[config.mk]
export PLATFORM = sky130hd
export DESIGN_NAME = fsd_recip
export DESIGN_NICKNAME = d
export VERILOG_FILES = /design/src/rtl/fsd_pkg.sv /design/src/rtl/fsd_recip.sv
export SDC_FILE = /design/constraint.sdc
export NUM_CORES = 1
export LEC_CHECK = 0
export ABC_AREA = 0
export BUFFER_PORTS_ARGS = -buffer_cell sky130_fd_sc_hd__buf_2
export CORE_UTILIZATION = 48
export DETAILED_ROUTE_END_ITERATION = 10
export PLACE_DENSITY_LB_ADDON = 0.08
export SETUP_SLACK_MARGIN = 0.02
export SLEW_MARGIN = 10
export SYNTH_ARGS = -nofsm -noshare
export SYNTH_HDL_FRONTEND = slang
export SYNTH_SLANG_ARGS = --single-unit
[constraint.sdc]
create_clock -name aclk -period 5.9 [get_ports aclk]
set_input_delay 1.77 -clock aclk [delete_from_list [all_inputs] [get_ports aclk]]
set_output_delay 1.77 -clock aclk [all_outputs]
set_load 0.03 [all_outputs]
[src/rtl/fsd_pkg.sv]
// ----------------------------------------------------------------------------
// Fibonacci sphere direction generator package
// Widths, gain, golden-angle step and arctangent table.
// ----------------------------------------------------------------------------
`default_nettype none

package fsd_pkg;

    localparam int FRAC_BITS_DEF     = 15;
    localparam int INDEX_BITS_DEF    = 16;
    localparam int CORDIC_STAGES_DEF = 16;

    localparam int POINTS_W   = 16;
    localparam int GUARD_BITS = 16;

    localparam logic [15:0] POINTS_RESET = 16'd1000;
    localparam logic [31:0] GOLDEN_TURN  = 32'd1640531527;
    localparam logic [31:0] GAIN_Q32     = 32'd2608131496;

    typedef logic [POINTS_W-1:0] points_t;

    function automatic logic [31:0] atan_turn(input int k);
        logic [31:0] r;
        case (k)
            0: r = 32'd536870912;  1: r = 32'd316933406;  2: r = 32'd167458907;
            3: r = 32'd85004756;   4: r = 32'd42667331;   5: r = 32'd21354465;
            6: r = 32'd10679838;   7: r = 32'd5340245;    8: r = 32'd2670163;
            9: r = 32'd1335087;    10: r = 32'd667544;    11: r = 32'd333772;
            12: r = 32'd166886;    13: r = 32'd83443;     14: r = 32'd41722;
            15: r = 32'd20861;     16: r = 32'd10430;     17: r = 32'd5215;
            18: r = 32'd2608;      19: r = 32'd1304;      20: r = 32'd652;
            21: r = 32'd326;       22: r = 32'd163;       23: r = 32'd81;
            24: r = 32'd41;        25: r = 32'd20;        26: r = 32'd10;
            27: r = 32'd5;         28: r = 32'd3;         29: r = 32'd1;
            30: r = 32'd1;
            default: r = 32'd0;
        endcase
        return r;
    endfunction

endpackage

`default_nettype wire

[src/rtl/fsd_recip.sv]
// ----------------------------------------------------------------------------
// Reciprocal of N-1
// Restoring divider forming round(2^(F+I)/(N-1)) one quotient bit per cycle.
// ----------------------------------------------------------------------------
`default_nettype none

module fsd_recip #(
    parameter int FRAC_BITS  = fsd_pkg::FRAC_BITS_DEF,
    parameter int INDEX_BITS = fsd_pkg::INDEX_BITS_DEF
) (
    input  wire logic                      aclk,
    input  wire logic                      aresetn,
    input  wire logic                      start,
    input  wire fsd_pkg::points_t          divisor_n,
    output logic                           busy,
    output logic [FRAC_BITS+INDEX_BITS:0]  recip
);
    import fsd_pkg::*;

    localparam int QW = FRAC_BITS + INDEX_BITS + 1;
    localparam int CW = $clog2(QW + 1);
    localparam int RW = POINTS_W + 1;

    logic [QW-1:0]          num_reg;
    logic [QW-1:0]          quo_reg;
    logic [RW-1:0]          rem_reg;
    logic [POINTS_W-1:0]    den_reg;
    logic [CW-1:0]          cnt_reg;
    logic                   busy_reg;
    logic [QW-1:0]          recip_reg;
    logic [RW-1:0]          trial;
    logic [RW-1:0]          rem_next;
    logic [QW-1:0]          quo_next;
    logic                   ge;

    always_comb begin
        trial    = {rem_reg[RW-2:0], num_reg[QW-1]};
        ge       = trial >= {1'b0, den_reg};
        rem_next = ge ? trial - {1'b0, den_reg} : trial;
        quo_next = {quo_reg[QW-2:0], ge};
    end

    always_ff @(posedge aclk) begin
        if (!aresetn) begin
            busy_reg  <= 1'b0;
            cnt_reg   <= '0;
            // reset value N = 1000 is loaded by a start pulse from the top
            recip_reg <= '0;
        end else if (start) begin
            num_reg <= (QW'(1) << (QW-1)) + QW'((divisor_n - 16'd1) >> 1);
            quo_reg <= '0;
            rem_reg <= '0;
            den_reg <= divisor_n - 16'd1;
            cnt_reg <= CW'(QW);
            busy_reg <= divisor_n > 16'd1;
            if (divisor_n <= 16'd1) begin
                recip_reg <= '0;
            end
        end else if (busy_reg) begin
            num_reg <= {num_reg[QW-2:0], 1'b0};
            quo_reg <= quo_next;
            rem_reg <= rem_next;
            cnt_reg <= cnt_reg - CW'(1);
            if (cnt_reg == CW'(1)) begin
                busy_reg  <= 1'b0;
                recip_reg <= quo_next;
            end
        end
    end

    assign busy  = busy_reg;
    assign recip = recip_reg;

endmodule

`default_nettype wire

-- After elaboration in Yosys (flattened, before gate mapping)
Cells that the tools add are included.
Widths: inputs -> output; s select.
- register bits: 134
- word-level logic and storage cells: 39
- add/subtract/negate cells: 5
- $lt $le $gt $ge: 3
- eq/ne operators: 2
- multiplexer cells: 14
- bitwise logic cells: 1
- reduce and logical (&&, ||, !) cells: 6
- operators with widths (kind ; count):
    $mux 32 ; 6
    $add 32x31->32 const A ; 1
    $mux 16 ; 2
    $mux 31 ; 1
    $ge 17x16->1 ; 1
    $sub 16x1->17 const B ; 1
    $gt 16x1->1 const B ; 1
    $le 16x1->1 const B ; 1
    $sub 16x1->16 const B ; 1
    $sub 16x16->16 ; 1
    $mux 6 ; 2
    $eq 6x1->1 const B ; 1
    $sub 6x1->6 const B ; 1
    $reduce_and 2->1 ; 2
    $reduce_bool 2->1 ; 2
    $mux 1 ; 3
    $reduce_and 3->1 ; 1
    $ne 2x1->1 const B ; 1
    $reduce_or 2->1 ; 1
    $not 1->1 ; 1

-- Longest topological paths before layout
- depth in word-level cells: 4
- mapped depth: 11
- depth with buffers taken out: 9

-- Worst setup path after synthesis
No wires, ideal clock.
- path kind: input -> register
- from: in start
- to: reg num_reg[0], enable pin
- library setup time: 474 ps
- arrival: 4708 ps
- required time: 5426 ps
- slack: 718 ps
- cell stages on the path: 5
- path buffers: 2
- cells stage by stage: clkbuf_1 > or2_2 > nand2_1 > inv_1 > clkbuf_1
- cells in the longest elaborated chain, start to end: 2
- RTL lines (item ; line ; source):
    start: declaration ; fsd_recip.sv:13 ; input wire logic start,
    $reduce_bool 2->1 (no source line) ; n/a ;
    $reduce_and 2->1 (no source line) ; n/a ;
    end signal: assignment ; fsd_recip.sv:50 ; num_reg <= (QW'(1) << (QW-1)) + QW'((divisor_n - 16'd1) >> 1);
    end signal: assignment ; fsd_recip.sv:60 ; num_reg <= {num_reg[QW-2:0], 1'b0};
    end: declaration ; fsd_recip.sv:24 ; logic [QW-1:0] num_reg;
No other way between the ends.
A chain may end at the register's enable or synchronous reset.

-- Worst setup path in the final report
- from: in divisor_n[5]
- to: reg num_reg[17] (data pin)
- cells in the longest elaborated chain, start to end: 3
- RTL lines (item ; line ; source):
    start: declaration ; fsd_recip.sv:14 ; input wire fsd_pkg::points_t divisor_n,
    $sub 16x1->17 ; fsd_recip.sv:50 ;
    $add 32x31->32 ; fsd_recip.sv:50 ;
    $mux 32 ; fsd_recip.sv:49 ; end else if (start) begin
No other way between the ends.

==> metrics.md <==
| Metric | Value |
|---|---|
| Fmax | between 0.2 and 0.3 GHz |
| Critical Path Sink Type | register |
| Commonest non-fill, non-tap cell in the layout | edfxtp_1 |
| Req. time, crit path | ~6200 ps |
| Post-Place Worst Slack | 1700 ps |
| H-tree levels | 4 |
| Setup Buffers After CTS | 0 |
| Critical setup path kind | in -> reg |
| Port-buffer cells | between 50 and 60 |
| Syn_nets | approximately 560 |
| Clk sinks | between 100 and 150 |
| Commonest cells after routing, fill and taps aside | 95 x edfxtp_1, 51 x buf_2, 45 x nor2_1, 39 x dfxtp_1, 33 x nor2b_1 |
| Global-route wire length before repair | approximately 20,000 µm |
| Tot Pwr | about 2.3 mW |
| Placed insts | 726 |
| Initial Util | between 40 and 50% |
| Clock Tree Buf Depth | 2 |
| Post-synth EDFFs | 95 |
| Max_slew headroom | roughly a fifth |
| R2R Setup Slk | 2510 ps |
| Ports | between 50 and 60 |
| Worst path cell trace | buf_2 -> nor4_1 -> nand2_1 -> or2_2 -> o21ai_1 -> o21a_1 |
| Initial antenna violation count | 0 |
| Clk Latency, worst-skew pair | a little over 400 ps |
| RSZ-0062 raised after global routing | no |
| Die area | between 0.01 and 0.015 mm² |
| Gates resized, CTS repair | 0 |
| DP Wirelength | approximately 8100 µm |
| Setup Skew | between 8 and 9 ps |
| Combinational share of power | 12.7% |
| CP Data Arrival Time | about 4100 ps |
| Critical Path Start Type | input pin |
| Switch Pwr | between 0.6 and 0.7 mW |
| Die Y | between 100 and 150 µm |
| DR vias | about 4.2k |
| Maximum VDD drop | 0.166 mV |
| HP Class | reg -> reg |
| Drt drc | 0 |
| Final ANT Viol Nets | 0 |
| GRT Util Overall | about a fifth |
| Final TNS setup | 0 ps |
| Yosys warns | 0 |
| Ant. Diodes | 0 |
| Post-synthesis sequential element count | 134 |
| Drt total wl | 12,100 µm |
| Mapped Area | 0.00619 mm² |
| Reg clk slew, reported paths | 60 ps |
| Sw frac | 26.1% |
| Crit path buf inv count | 1 |
| Finished Core Util | between 50% and 60% |
| Cell family with most CP delay | compound AO/OA/AOI/OAI gates |
| # rows | 41 |
| Area grow syn2layout | 15.2% |
| Core ar. | 0.0126 mm² |
| Clock power frac | about two fifths |
| Final min period | roughly 3800 ps |
| Period utilization | 64.3% |
| Mapped Avg Cell Area | roughly 12 µm² |
| Seq pwr share | a little under half |
| Outcome | completed |
| Grt total ovfl | 0 |
| Largest net degree at the start of global routing | a little over 80 |
| Clock Tree Root | clkbuf_16 |
| Final worst slack | about 2100 ps |
| Post-Syn Instances | about 520 |
| Final setup vio count | 0 |
| TritonCTS clock tree | built |
| Drt wl/cell | roughly 16 µm |
| Finished Layout Cells | between 700 and 800 |
| Final Hold Viols | 0 |
| Netlist cell types | 51 |
| Pwr per Cell Area | around 330 mW/mm² |
| Hold buffers post-CTS | 0 |
| Internal power | 1.73 mW |
| Post-synth top flop | edfxtp_1 |
| TritonCTS buffer count | 17 |
| Via density | 5.53 |
| Max-cap violations | 0 |
| Seq/Total Area, Yosys | 58.7% |
| Vias in the first global route | ~4k |
| Synth async-reset ratio | 0% |
| Fin. max-slew vios | 0 |
| Width of the die | approximately 120 µm |
| Final Wtd Congestion | about 0.8 |
| Largest stage delay, worst path | 860 ps |
| Drt pass-1 iters | 4 |
| Share of post-route cells with drive strength above 1 | 17.7% |
| CP max-delay cell | o21ai_1 |
| Number of DRC markers in iteration 0 | about 260 |
| Slew @ Worst Pin | approximately 1200 ps |
| Final net count | about 610 |
| Static leakage | ~2.8 nW |
| CP Max Fanout | 16 |
==> area by class of cell <==
cell class | instances | area (µm²)
clock buffer | 17 | 425
clock inverter | 15 | 114
fill | 1104 | 5480
inverter | 27 | 103
multi-input combinational | 337 | 2350
sequential | 134 | 3630
tap | 172 | 215
timing repair buffer | 56 | 293
==> final timing paths <==
kind / startpoint / to / cells past startpoint
worst max register to register: rem_reg[9] / rem_reg[11] / 7
worst min-delay path: recip[0] / recip[0] / 2
worst min register to register: recip[0] / recip[0] / 2
worst max-delay path: divisor_n[5] / num_reg[17] / 6
==> tightest hold or removal path: stages, from the launching register on <==
cell and delay [ps]:
dfxtp_1 310, nand2_1 50, o31ai_1 50
==> synthesized netlist by cell type, drive strengths merged, types with 7 or more instances <==
library cell | instances | area (µm²)
nand3 | 14 | 70.1
buf | 13 | 63.8
nor2b | 33 | 206
nor2 | 45 | 169
o21a | 18 | 135
nand4 | 8 | 50.1
edfxtp | 95 | 2850
ha | 20 | 250
a21o | 11 | 82.6
dfxtp | 39 | 781
o31ai | 7 | 66.3
a21oi | 22 | 110
a32o | 30 | 300
nand2 | 22 | 82.6
mux2 | 7 | 78.8
or3 | 7 | 48.8
inv | 26 | 97.6
o21ai | 12 | 60.1
clkbuf | 13 | 48.8
xor2 | 15 | 131
xnor2 | 12 | 105
==> metal layers <==
metal / vias up / share of wire (%) / track usage (%) / routed length [µm]
li1: 2050 / - / - / -
met1: 2052 / 46 / 24.9 / 5510
met2: 79 / 49 / 31.9 / 5970
met3: 11 / 3.6 / 4.86 / 438
met4: 0 / 1.4 / 7.62 / 171
met5: - / 0 / 0 / 0
==> power groups by stage <==
stage | combinational [mW] | clock [mW] | sequential, mW
2_1_floorplan | 0.223 | 0 | 1.11
3_3_place_gp | 0.292 | 0 | 1.11
3_5_place_dp | 0.297 | 0 | 1.11
4_1_cts | 0.299 | 0.977 | 1.09
5_1_grt | 0.334 | 1.01 | 1.10
6_report | 0.298 | 0.952 | 1.09
==> cells by family after synthesis <==
kind of cell             synth area share, %
AO/OA/AOI/OAI                           15.4
XOR/XNOR                                3.82
adder cells (fa/ha/maj)                 4.36
buffers and inverters                   3.45
flip-flops                              58.7
multiplexers                            1.43
AND/OR/NAND/NOR                         12.9
==> per-stage QoR <==
step / area (µm²) / hold slack, ps
finish: 7140 / 461
global route: 7140 / 475
CTS: 7140 / 458
detailed placement: 6600 / 440
global placement: 6600 / 437
floorplan: 6190 / 469
(Power assumes the default switching activity.)
